--- src/rtl/core/bbe_pkg.sv ---
// bbe_pkg: shared types and constants for the edge-aware 3x3 box blur
// used by the front, queue and back modules; no dependencies
`timescale 1ns / 1ps
`default_nettype none

package bbe_pkg;

    typedef logic [23:0] pixel_t;   // [7:0] red, [15:8] green, [23:16] blue

    // window slot k*3+i: column k (0 oldest), row i (0 top)
    typedef struct packed {
        pixel_t [8:0] pix;
        logic [8:0]   vld;
        logic         eor;
        logic         eof;
    } job_t;

    typedef enum logic [2:0] {
        ST_IDLE,
        ST_PIX,
        ST_PIX2,
        ST_DR1,
        ST_DR2,
        ST_DR3
    } front_state_t;

    localparam logic [7:0] CFG_IMAGE_WIDTH  = 8'd0;
    localparam logic [7:0] CFG_IMAGE_HEIGHT = 8'd1;

    localparam int QUEUE_DEPTH = 2;
    localparam int RECIP_SHIFT = 20;

    // ceil(2^20 / (2*count)) for the window sizes that occur
    function automatic logic [19:0] recip(input logic [3:0] cnt);
        logic [19:0] m;
        case (cnt)
            4'd1:    m = 20'd524288;
            4'd2:    m = 20'd262144;
            4'd3:    m = 20'd174763;
            4'd4:    m = 20'd131072;
            4'd6:    m = 20'd87382;
            4'd9:    m = 20'd58255;
            default: m = 20'd0;
        endcase
        return m;
    endfunction

endpackage

`default_nettype wire

--- src/rtl/core/bbe_queue.sv ---
// bbe_queue: short job queue between front and back
// depends on bbe_pkg
`timescale 1ns / 1ps
`default_nettype none

module bbe_queue (
    input  wire logic     aclk,
    input  wire logic     aresetn,
    input  wire logic     push,
    input  bbe_pkg::job_t push_job,
    input  wire logic     pop,
    output bbe_pkg::job_t pop_job,
    output logic          empty,
    output logic          full
);
    import bbe_pkg::*;

    localparam int PW = (QUEUE_DEPTH > 1) ? $clog2(QUEUE_DEPTH) : 1;
    localparam int CW = $clog2(QUEUE_DEPTH + 1);

    job_t          entry_reg [QUEUE_DEPTH];
    logic [PW-1:0] wr_ptr_reg, wr_ptr_next;
    logic [PW-1:0] rd_ptr_reg, rd_ptr_next;
    logic [CW-1:0] count_reg, count_next;

    assign empty   = (count_reg == '0);
    assign full    = (count_reg == CW'(QUEUE_DEPTH));
    assign pop_job = entry_reg[rd_ptr_reg];

    always_comb begin
        wr_ptr_next = wr_ptr_reg;
        rd_ptr_next = rd_ptr_reg;
        count_next  = count_reg;
        if (push) begin
            wr_ptr_next = (wr_ptr_reg == PW'(QUEUE_DEPTH - 1)) ? '0 : wr_ptr_reg + PW'(1);
        end
        if (pop) begin
            rd_ptr_next = (rd_ptr_reg == PW'(QUEUE_DEPTH - 1)) ? '0 : rd_ptr_reg + PW'(1);
        end
        if (push && !pop) begin
            count_next = count_reg + CW'(1);
        end else if (pop && !push) begin
            count_next = count_reg - CW'(1);
        end
    end

    always_ff @(posedge aclk) begin
        if (!aresetn) begin
            wr_ptr_reg <= '0;
            rd_ptr_reg <= '0;
            count_reg  <= '0;
        end else begin
            wr_ptr_reg <= wr_ptr_next;
            rd_ptr_reg <= rd_ptr_next;
            count_reg  <= count_next;
        end
    end

    always_ff @(posedge aclk) begin
        if (push) begin
            entry_reg[wr_ptr_reg] <= push_job;
        end
    end

endmodule

`default_nettype wire

--- config.mk ---
export PLATFORM = sky130hd
export DESIGN_NAME = bbe_queue
export DESIGN_NICKNAME = d
export VERILOG_FILES = /design/src/rtl/core/bbe_pkg.sv /design/src/rtl/core/bbe_queue.sv
export SDC_FILE = /design/constraint.sdc
export NUM_CORES = 1
export LEC_CHECK = 0
export BUFFER_PORTS_ARGS = -buffer_cell sky130_fd_sc_hd__buf_2
export CAP_MARGIN = 20
export CORE_MARGIN = 2
export CORE_UTILIZATION = 35
export DETAILED_ROUTE_END_ITERATION = 10
export GPL_TIMING_DRIVEN = 0
export PLACE_DENSITY_LB_ADDON = 0.08
export SLEW_MARGIN = 20
export SYNTH_ARGS = -nofsm -noshare
export SYNTH_HDL_FRONTEND = slang
export SYNTH_SLANG_ARGS = --single-unit
--- constraint.sdc ---
create_clock -name aclk -period 10.71 [get_ports aclk]
set_input_delay 1.071 -clock aclk [delete_from_list [all_inputs] [get_ports aclk]]
set_output_delay 1.071 -clock aclk [all_outputs]
set_load 0.01 [all_outputs]
* After elaboration in Yosys (flattened, before gate mapping)
Memory sizes are Yosys's and may differ from the RTL's. A register that Yosys moved wholly into a read port is not among the register bits.
Index checks and enable logic that the tools add are counted.
** Cells by class
- Shifts and indexed selects :: 0
- Equality and inequality tests :: 1
- Order comparisons :: 0
- Divide/modulo/power cells :: 0
- Bitwise logic cells :: 0
- $mul :: 0
- Reductions and logical operators :: 6
- Muxes and demuxes :: 8
- $add $sub $neg :: 4
** Operator list (number)
- 1-bit 2-to-1 mux :: 6
- 2-bit 2-to-1 mux :: 2
- 1-bit adder, second input constant :: 2
- 2-bit by 1-bit adder with 2-bit output, second input constant :: 1
- 2-bit equality test, second input constant :: 1
- 1-bit logical AND :: 2
- 1-bit zero test :: 2
- 2-bit zero test :: 1
- 2-bit nonzero test :: 1
- 2-bit by 1-bit subtractor with 2-bit output, second input constant :: 1
** Storage, ports and cells
- Memories kept :: 1
- Register bits :: 4
- Bits in writable memories :: 454
- Input port bits :: 231
- Latch bits :: 0
- Memory bits (read-only) :: 0
** Memories
- entry_reg :: words 2, width 227, rd ports 1, clocked after memory_dff 1, write ports 1, line bbe_queue.sv:21 : job_t entry_reg [QUEUE_DEPTH];

* Longest topological paths before layout
- Word-level depth :: 4
- Gate-level depth with buffers :: 5
- Gate-level depth less buffers :: 5

* Worst setup path after synthesis
OpenSTA, ideal clock, no wires.
- Path type :: input to register
- From :: input push
- To :: register wr_ptr_reg
- Stages on the path :: 2
- Path slack :: -1044 ps
- Path buffers :: 0
- Required time :: 10605 ps
- Data arrival time :: 11650 ps
- Path through :: nor2b_1 o21a_1
** RTL lines
- from (decl) :: line bbe_queue.sv:9 : input wire logic push,
- to (signal assigned) :: line bbe_queue.sv:53 : wr_ptr_reg <= wr_ptr_next;
- to (decl) :: line bbe_queue.sv:22 : logic [PW-1:0] wr_ptr_reg, wr_ptr_next;

==> flow_summary_export.csv <==
group,metric,value,unit
timing,grt_setup_unrepaired,"no",
yosys,synth-simple-area-share,0.3222,%
timing,hold_viol,0,
worst_setup_path,cp_max_fo,10,
worst_setup_path,crit_type,"register to output pin",
yosys,synth_nets,960,
worst_setup_path,required,9.64,ns
floorplanning,die_area,49470,sq um
min_path,worstHoldPathCells,2,
worst_setup_path,rr_startpoint,"wr_ptr_reg",
drt,detail-route-antenna-nets,0,
timing,tightest_slew,0.6557,ns
cts,clk_pin_slew,0.06,ns
worst_setup_path,rr_worst_depth,4,
power,p_seq_share,50.5,%
worst_setup_path,crit_path_start_kind,"register",
drt,totalWireLength,38700,um
timing,setup_violations,0,
floorplanning,pin_count,460,
yosys,synth_mux_area_share,15.98,%
cts,cts_tree,"yes",
yosys,synth_edf_count,454,
cts,cts_resized,0,
placement,pre_cts_ws,7.719,ns
placement,port_buffers,459,
final_layout,fin_area,21720,sq um
final_layout,largest_register_ff_count,454,
drt,drtIter0Drc,393,
floorplanning,start_util,35.19,%
final_layout,fillers,4336,
drt,drc,0,
status,status,"complete, no violations",
yosys,synth_compound_area_share,0.1199,%
timing,holdWs,0.5289,ns
power,p_leak,8.187,nW
power,swShare,21.96,%
drt,avgViaCountPerCell,4.531,
yosys,yosys_warnings,0,
placement,placed_area,20180,sq um
timing,setup-tns-final,0,ns
worst_setup_path,r2r_slack,8.58,ns
yosys,synth_xor_area_share,0.1574,%
floorplanning,die_w,222.4,um
yosys,ys_seq_elements,459,
final_layout,ff_latch_area,13730,sq um
global_route,grt_pass1_wl,56390,um
final_layout,fin_nets,1488,
global_route,grt.total_usage,15.43,%
cts,cts_sinks,459,
min_path,hold_end,"count_reg[1]",
min_path,hold_class,"register to register",
yosys,synthAdderAreaFrac,0.07494,%
yosys,synthArstFlopShare,0,%
worst_setup_path,critPathArrivalTime,2.04,ns
global_route,gr-total-overflow,0,
drt,vias,8676,
worst_setup_path,worstSetupEndpointType,"output pin",
timing,max_slew_margin,56.19,%
final_layout,area_growth,30.11,%
cts,clockBufferDepth,3,
cts,holdBufCountCts,0,
yosys,yosysSeqAreaShare,82.25,%
power,p_switching,911.4,uW
worst_setup_path,reg2reg_to,"entry_reg[1][77]",
power,power_frac_comb,10.8,%
timing,fmax,321.0,MHz
power,peakVddDrop,124.8,uV
power,powerDensity,191.1,nW/um^2
yosys,synth.avg_cell_area,22.93,sq um
power,p_total,4.151,mW
yosys,synthDistinctLibCells,18,
cts,cts_made_buffers,50,
placement,hpwlAfterDp,27300,um
cts,post_cts_buffers,0,
cts,worstSkewPairLatency,0.58,ns
cts,clock-root-buffer,"clkbuf_16",
global_route,antenna_found_initial,16,
yosys,syn_area,16700,sq um
timing,fin_crit,3.115,ns
flow_run,maxCapViolCount,0,
power,internal_power,3.239,mW
timing,skew,0.009827,ns
floorplanning,row_count,80,
timing,finalMaxSlewViolations,0,
placement,gp_congestion,0.7333,
drt,firstDrtPassIters,4,
timing,worst_slack,7.595,ns
min_path,hp-start,"count_reg[1]",
yosys,ys.flop_type,"edfxtp_1",
timing,finalCritPeriodShare,29.09,%
power,clockPowerShare,38.7,%
final_layout,multi_input_area,2791,sq um
floorplanning,core,47450,sq um
yosys,synth_top_family_by_area,"multiplexers",
global_route,grt_start_max_net_pins,48,
cts,h-tree-depth,2,
final_layout,layout-drive-gt1-share,61.28,%
yosys,netlist_instances,728,
floorplanning,die_h,222.4,um
drt,routedWlPerCell,20.21,um
global_route,grt_pass1_vias,8924,
[metal layers]
layer | GRT usage (%) | wire, um
met1 | 18.31 | 15060
met2 | 24.88 | 18620
met3 | 7.141 | 4043
met4 | 5.109 | 849
met5 | 0 | 128
[power groups by stage]
stage	clock (mW)	combinational [mW]	sequential, mW
after floorplan	0	0.235	2.15
after global placement	0	0.435	2.16
after detailed placement	0	0.462	2.13
after CTS	1.66	0.464	2.10
after global routing	1.73	0.487	2.10
final	1.61	0.449	2.10
[worst max path at each step]
stage,startpoint,endpoint,slack (ns),cells after the start
floorplan,push,entry_reg[0][0],3.27,1
global placement,push,entry_reg[0][192],-1.16,2
detailed placement,push,entry_reg[1][77],7.72,5
CTS,register,pop_job[100],7.45,4
global route,register,pop_job[100],7.42,4
finish,register,pop_job[100],7.59,4
[synth_stat cells, types with 2 or more instances]
cell type	n	share of area, %
edfxtp_1	454	82
mux2_2	197	13
mux2_4	30	2.7
buf_4	11	0.49
buf_2	10	0.30
dfxtp_1	5	0.60
and2_1	4	0.15
buf_6	4	0.27
nor2b_1	3	0.11
xor2_1	2	0.10
[cell type report]
| type | count | share of cell area (%) |
|---|---|---|
| flip-flops and latches | 459 | 63.22 |
| multi-input cells | 243 | 12.85 |
| repair buffers | 476 | 12.45 |
| clock buffers | 70 | 6.399 |
| well taps | 615 | 3.542 |
| plain buffers | 25 | 0.8179 |
| clock inverters | 20 | 0.6336 |
| diodes | 6 | 0.06912 |
| inverters | 1 | 0.01728 |
[worst max-delay path, stage by stage (launching register included)]
cell and delay (ns):
dfxtp_1 0.32, buf_2 0.34, buf_4 0.28, mux2_2 0.37, buf_2 0.15
[logic make-up (layout without fill, tap and decap cells)]
kind of cell	count (synthesis)	count (layout)
DFF	459	459
muxes	227	227
buffers and inverters	26	592
and+or+nand+nor	9	9
AOI/OAI and AO/OA	3	3
xor gates and xnor gates	3	3
adders and majority gates	1	1
other	0	6
[through the flow]
step | instances | util [%]
6_report | 1915 | 45.79
4_1_cts | 1909 | 45.75
5_1_grt | 1911 | 45.76
3_5_place_dp | 1819 | 42.53
2_1_floorplan | 728 | -
3_3_place_gp | 1802 | 41.66
[layout by cell type, fill, tap and decap left out]
master | netlist | routed
nor2_1 | 1 | 1
buf_4 | 11 | 11
a21boi_0 | 1 | 1
nor2b_1 | 3 | 2
edfxtp_1 | 454 | 454
xnor2_1 | 1 | 1
ha_1 | 1 | 1
inv_1 | 1 | 1
o21ai_0 | 1 | 1
xor2_1 | 2 | 2
mux2_2 | 197 | 197
clkbuf_16 | 0 | 53
buf_12 | 0 | 8
clkbuf_1 | 0 | 17
or3_1 | 1 | 1
buf_16 | 0 | 9
nor2b_4 | 0 | 1
and2_4 | 0 | 1
and2_1 | 4 | 3
buf_2 | 10 | 469
mux2_4 | 30 | 30
bufinv_16 | 0 | 2
o21a_1 | 1 | 1
clkinv_1 | 0 | 10
dfxtp_1 | 5 | 5
diode_2 | 0 | 6
clkinv_2 | 0 | 8
buf_6 | 4 | 4
No activity file was read; power rests on OpenSTA's default activity.
