**src/rtl/core/bbe_pkg.sv**
```systemverilog
// bbe_pkg: shared types and constants for the edge-aware 3x3 box blur
// used by the front, queue and back modules; no dependencies
`timescale 1ns / 1ps
`default_nettype none

package bbe_pkg;

    typedef logic [23:0] pixel_t;   // [7:0] red, [15:8] green, [23:16] blue

    // window slot k*3+i: column k (0 oldest), row i (0 top)
    typedef struct packed {
        pixel_t [8:0] pix;
        logic [8:0]   vld;
        logic         eor;
        logic         eof;
    } job_t;

    typedef enum logic [2:0] {
        ST_IDLE,
        ST_PIX,
        ST_PIX2,
        ST_DR1,
        ST_DR2,
        ST_DR3
    } front_state_t;

    localparam logic [7:0] CFG_IMAGE_WIDTH  = 8'd0;
    localparam logic [7:0] CFG_IMAGE_HEIGHT = 8'd1;

    localparam int QUEUE_DEPTH = 2;
    localparam int RECIP_SHIFT = 20;

    // ceil(2^20 / (2*count)) for the window sizes that occur
    function automatic logic [19:0] recip(input logic [3:0] cnt);
        logic [19:0] m;
        case (cnt)
            4'd1:    m = 20'd524288;
            4'd2:    m = 20'd262144;
            4'd3:    m = 20'd174763;
            4'd4:    m = 20'd131072;
            4'd6:    m = 20'd87382;
            4'd9:    m = 20'd58255;
            default: m = 20'd0;
        endcase
        return m;
    endfunction

endpackage

`default_nettype wire

```
**src/rtl/core/bbe_back.sv**
```systemverilog
// bbe_back: sums a window job per channel, divides with rounding and
// holds the result in the output register. depends on bbe_pkg
`timescale 1ns / 1ps
`default_nettype none

module bbe_back (
    input  wire logic     aclk,
    input  wire logic     aresetn,
    input  wire logic     job_valid,
    input  bbe_pkg::job_t job,
    output logic          pop,
    output logic          m_tvalid,
    input  wire logic     m_tready,
    output logic [23:0]   m_tdata,
    output logic          m_tlast,
    output logic          m_tuser
);
    import bbe_pkg::*;

    logic        s1_valid_reg, s1_valid_next;
    logic [11:0] sum_reg [3];
    logic [11:0] sum_next [3];
    logic [3:0]  cnt_reg, cnt_next;
    logic        eor_reg, eof_reg;
    logic        out_valid_reg, out_valid_next;
    logic [23:0] data_reg;
    logic        last_reg, user_reg;
    logic        adv_out, load_s1;
    logic [12:0] num [3];
    logic [32:0] prod [3];
    logic [23:0] quot;

    assign adv_out = !out_valid_reg || m_tready;
    assign pop     = job_valid && (!s1_valid_reg || adv_out);
    assign load_s1 = pop;

    always_comb begin
        for (int ch = 0; ch < 3; ch++) begin
            sum_next[ch] = '0;
            for (int k = 0; k < 9; k++) begin
                if (job.vld[k]) begin
                    sum_next[ch] = sum_next[ch] + 12'(job.pix[k][ch*8 +: 8]);
                end
            end
        end
        cnt_next = 4'($countones(job.vld));
    end

    // (2*sum + count) / (2*count) by reciprocal multiply
    always_comb begin
        for (int ch = 0; ch < 3; ch++) begin
            num[ch]  = {sum_reg[ch], 1'b0} + 13'(cnt_reg);
            prod[ch] = 33'(num[ch]) * 33'(recip(cnt_reg));
            quot[ch*8 +: 8] = prod[ch][RECIP_SHIFT +: 8];
        end
    end

    always_comb begin
        s1_valid_next  = s1_valid_reg;
        out_valid_next = out_valid_reg;
        if (adv_out) begin
            out_valid_next = s1_valid_reg;
        end
        if (load_s1) begin
            s1_valid_next = 1'b1;
        end else if (adv_out) begin
            s1_valid_next = 1'b0;
        end
    end

    always_ff @(posedge aclk) begin
        if (!aresetn) begin
            s1_valid_reg  <= 1'b0;
            out_valid_reg <= 1'b0;
        end else begin
            s1_valid_reg  <= s1_valid_next;
            out_valid_reg <= out_valid_next;
        end
    end

    always_ff @(posedge aclk) begin
        if (load_s1) begin
            for (int ch = 0; ch < 3; ch++) begin
                sum_reg[ch] <= sum_next[ch];
            end
            cnt_reg <= cnt_next;
            eor_reg <= job.eor;
            eof_reg <= job.eof;
        end
        if (adv_out && s1_valid_reg) begin
            data_reg <= quot;
            last_reg <= eor_reg;
            user_reg <= eof_reg;
        end
    end

    assign m_tvalid = out_valid_reg;
    assign m_tdata  = data_reg;
    assign m_tlast  = last_reg;
    assign m_tuser  = user_reg;

endmodule

`default_nettype wire

```
**config.mk**
```make
export PLATFORM = sky130hd
export DESIGN_NAME = bbe_back
export DESIGN_NICKNAME = d
export VERILOG_FILES = /design/src/rtl/core/bbe_pkg.sv /design/src/rtl/core/bbe_back.sv
export SDC_FILE = /design/constraint.sdc
export NUM_CORES = 2
export LEC_CHECK = 0
export ABC_AREA = 1
export BUFFER_PORTS_ARGS = -buffer_cell sky130_fd_sc_hd__buf_2
export CORE_MARGIN = 3
export CORE_UTILIZATION = 25
export DETAILED_ROUTE_END_ITERATION = 16
export PLACE_DENSITY = 0.42
export RECOVER_POWER = 100
export SYNTH_ARGS = -nofsm -noshare
export SYNTH_HDL_FRONTEND = slang
export SYNTH_SLANG_ARGS = --single-unit
```
**constraint.sdc**
```tcl
create_clock -name aclk -period 10.65 [get_ports aclk]
set_input_delay 1.065 -clock aclk [delete_from_list [all_inputs] [get_ports aclk]]
set_output_delay 1.065 -clock aclk [all_outputs]
set_load 0.02 [all_outputs]
```
After elaboration in Yosys (flattened, before gate mapping)
Memory sizes are Yosys's and may differ from the RTL's.
Cells that the tools add are included.
{ "totals": {"register_bits": 34, "ramBits": 36, "input_bits": 231, "elab_cells": 92, "mem_count": 1} }
{ "op_classes": {"add_sub_neg": 35, "mul": 3, "n_eq_ne": 6, "mux": 32, "n_reduce_logical": 7} }
{ "mem_list": {"columns": ["memory", "depth", "width", "read_ports", "rd_clocked_by_memory_dff", "wr", "line_no", "rtl"], "rows": [
  ["sum_reg", 3, 12, 3, 0, 3, "bbe_back.sv:21", "logic [11:0] sum_reg [3];"]
]} }
{ "op_table": {"columns": ["operator", "n"], "rows": [
  ["$add 12x8->12", 24],
  ["$mux 12", 24],
  ["$pmux 20 s6", 1],
  ["$mul 13x20->28", 3],
  ["$add 13x4->13", 3],
  ["$mux 8", 3],
  ["$add 1x1->2", 4],
  ["$eq 4x2->1 const B", 2],
  ["$eq 4x3->1 const B", 2],
  ["$add 2x2->3", 2],
  ["$add 3x3->4", 1],
  ["$add 4x1->4", 1],
  ["$eq 4x1->1 const B", 1],
  ["$eq 4x4->1 const B", 1],
  ["$mux 1", 4],
  ["$logic_and 1x1->1", 2],
  ["$logic_not 1->1", 2],
  ["$logic_or 1x1->1", 2],
  ["$reduce_bool 2->1", 1]
]} }

Longest topological paths before layout
{ "depth": {"depth_word": 17, "depth_mapped": 57, "mapped_depth_nobuf": 55} }

Worst setup path before layout
Ideal clock, no wire load.
{ "synth_path": {"kind": "input -> register", "startpoint": "input job[2] in the netlist's numbering", "endpoint": "memory sum_reg[2][10] (netlist: sum_reg[0][34]) (data pin)", "t_arrival_ns": 8.861, "t_required_ns": 10.396, "slack_ns": 1.536, "path_stages": 49, "n_path_buf": 2, "path_cell_list": "buf_4 -> buf_4 -> nand2_1 -> inv_1 -> ha_1 -> inv_1 -> fa_1 -> o21ai_0 -> fa_1 -> inv_1 -> o21ai_2 -> inv_1 -> fa_1 -> o21ai_0 -> inv_1 -> fa_1 -> or2_1 -> o21ai_2 -> [13 not listed] -> ha_1 -> or2_2 -> nand3_1 -> nand2_1 -> ha_1 -> inv_1 -> or2_2 -> nand2_1 -> nand2_1 -> and2_1 -> ha_1 -> inv_1 -> o21ai_0 -> nand2_1 -> nor2_1 -> nand3_1 -> xor2_1 -> inv_1"} }
{ "synth_lines": {"columns": ["item", "line_no", "rtl"], "rows": [
  ["start, declared", "bbe_back.sv:10", "input bbe_pkg::job_t job,"],
  ["end, declared", "bbe_back.sv:21", null]
]} }

==> results.toml <==
[timing]
rsz0062_at_grt = "no"
fin_skew_ns = 0.0144
max_freq_ghz = 0.104
fin_crit_ns = 9.58
worst_hold_slack_ns = 0.422
setup_violations = 0
finalHoldViolations = 0
slew_headroom_pct = -69.8
finalCritPeriodShare_pct = 90.0
tightest_slew_ns = 2.55
setup_tns_ns = 0
final_max_slew_viol_count = 164

[final_layout]
fillers = 13709
regArea_um2 = 2080
largest_reg_flops = 36
area_growth_pct = 11.3
multiInputGateArea_um2 = 25200
drive_above_1_share_pct = 9.51
nNetsFinal = 5498

[global_routing]
grt_pass1_wl_um = 159000
grt_pass1_vias = 27339
grt_max_degree = 45
track_usage_pct = 15.8
grt_overflow = 0
grt_antenna_before_repair = 37

[place]
dp_hpwl_um = 92400
globalplace.congestion = 0.872
port_buffers = 258

[routing]
via_count = 26343
drt_iter0_drc = 1010
wl_um = 102000
routed_via_density = 4.34
wl_per_cell_um = 16.8
post-route-drc-count = 0
postRouteAntennaNets = 0
drt-pass1-iter-count = 5

[pwr]
irDropWorstVdd_v = 0.000152
p_leak_uw = 0.0180
pwr_density_cell_nw_per_um2 = 276
p_total_uw = 9630

[die]
core_um2 = 124000
dieHeight_um = 360
fp.dieW_um = 360
rows = 129
die-area_um2 = 130000
initial_utilization_pct = 25.2
ioPinCount = 259

[logic_synthesis]
synth_cell_types = 59
yosysWarnings = 0
ys_seq_area_share_pct = 6.65
synth-async-reset-ratio_pct = 0
syn-mean-instance-area_um2 = 7.50
synth_edf_count = 68
synthCells = 4179
synth_area_um2 = 31300
synthFlopType = "edfxtp_1"
yosys_register_bits = 70

[worst_setup_path]
path_class = "primary input to register"
required_ns = 10.80
critical_path_arrival_ns = 9.74
cp_max_fo = 11
start_kind = "primary input"
startpoint = "job[2]"
cp_common_cell = "nand2_1"
crit_path_max_incr_delay_ns = 0.53
worstSetupEndpointType = "register"
reg2reg_from = "cnt_reg[2]"
slowest_stage = "fa_1"

[job]
maxCapViolations = 5

[clock_tree]
insertion_delay_ns = 0.40
htreeDepth = 3
cts_buffers = 9
clock_path_buffers = 2
cts_tree = "done"
root_buffer = "clkbuf_16"
cts.sinks = 70
cts_hold_buf = 0
cts.clk_slew.worst_paths_ns = 0.07
cts_resized = 0
cts_setup_buffers = 0

[worst_hold_path]
hold_class = "register to register"
hold_start = "eor_reg"

[outcome]
status = "finished with violations"
violations = "max-capacitance violations, max-slew violations"
==> final timing paths <==
check                                 endpoint  slack, ns  cells past startpoint
worst max-delay path            sum_reg[0][11]       1.07                     45
worst min-delay path                   m_tlast       0.42                      0
worst max register to register      m_tdata[7]       1.21                     25
worst min register to register         m_tlast       0.42                      0
==> layout by cell type (no fill, tap or decap), types with 6 or more instances in the layout <==
cell type	count
inv_1	985
nand2_1	860
fa_1	482
ha_1	365
nor2_1	263
buf_2	229
a21oi_1	212
nand3_1	162
o21ai_0	154
xor2_1	103
edfxtp_1	68
xnor2_1	66
o21ai_1	38
clkbuf_1	34
nand4_1	32
nand2_2	31
a31oi_1	26
buf_4	25
nor3_1	23
or2_2	21
o21ai_2	20
inv_2	19
and2_1	18
nand3_2	16
diode_2	14
nor2_2	14
a21o_1	14
o21bai_1	12
nand3b_1	12
conb_1	12
nand2_4	10
clkbuf_16	9
a21oi_2	8
o211ai_1	8
nor4_1	6
==> stage by stage <==
stage / cell area (um^2) / setup WS, ns / utilization (%) / std cells
floorplan: 31400 / 1.54 / - / 4189
global placement: 34600 / 0.713 / 27.9 / 6046
detailed placement: 34600 / 0.612 / 27.9 / 6046
CTS: 34900 / 1.06 / 28.1 / 6062
global route: 34800 / 0.0967 / 28.1 / 6064
finish: 34900 / 1.07 / 28.1 / 6076
==> cell type report <==
class | instances | area share, %
Multi-Input combinational cell | 3042 | 72.2
Inverter | 1009 | 10.9
Sequential cell | 70 | 5.97
Tap cell | 1637 | 5.87
Timing Repair Buffer | 288 | 4.19
Clock buffer | 9 | 0.646
Clock inverter | 7 | 0.165
Antenna cell | 14 | 0.100
==> synth_stat cells (6+ instances only) <==
master	number	area share [%]
inv_1	986	12
nand3b_1	12	0.29
nand3_2	17	0.54
buf_2	16	0.26
nor4_1	6	0.12
inv_2	19	0.23
and2_1	22	0.44
ha_1	365	15
xor2_1	103	2.9
o211ai_1	8	0.19
edfxtp_1	68	6.5
nand2_2	31	0.62
a21oi_1	213	3.4
a31oi_1	26	0.52
o21ai_1	55	0.88
xnor2_1	66	1.8
buf_4	6	0.14
a21o_1	14	0.34
buf_1	10	0.12
nand2_1	860	10
clkbuf_1	36	0.43
nand4_1	32	0.64
or2_2	21	0.42
fa_1	482	31
o21bai_1	12	0.29
nor3_1	22	0.35
nor2_1	265	3.2
a21oi_2	8	0.22
o21ai_2	23	0.64
nand3_1	161	2.6
nor2_2	12	0.24
o21ai_0	134	2.1
nand2_4	10	0.36
==> cell families after synthesis <==
| kind of cell | share of synthesized area (%) |
|---|---|
| xor+xnor | 4.73 |
| buf+inv | 13.0 |
| flops | 6.65 |
| other cells | 0.0240 |
| simple gates | 20.6 |
| fa+ha+maj | 45.4 |
| compound gates | 9.56 |
==> where the power goes <==
part           leakage (uW)  internal, uW  total, uW  switching, uW
Combinational        0.0172          3230       8720           5490
Sequential         0.000682           525        598           72.6
Clock              0.000134           161        312            151
Total                0.0180          3920       9630           5710
==> per-layer routing <==
| layer | GRT usage, % | wire [um] |
|---|---|---|
| met3 | 2.83 | 4560 |
| met2 | 27.4 | 48400 |
| met5 | 0 | 172 |
| met4 | 3.05 | 1820 |
| met1 | 20.7 | 47100 |
==> critical path: cells and delay by family <==
| family | cells | cell delay, ns |
|---|---|---|
| AO/OA/AOI/OAI | 13 | 3.19 |
| AND/OR/NAND/NOR | 12 | 0.87 |
| XOR/XNOR | 3 | 0.49 |
| buffers and inverters | 8 | 0.69 |
| adder cells (fa/ha/maj) | 9 | 3.42 |
(Power assumes the default switching activity.)
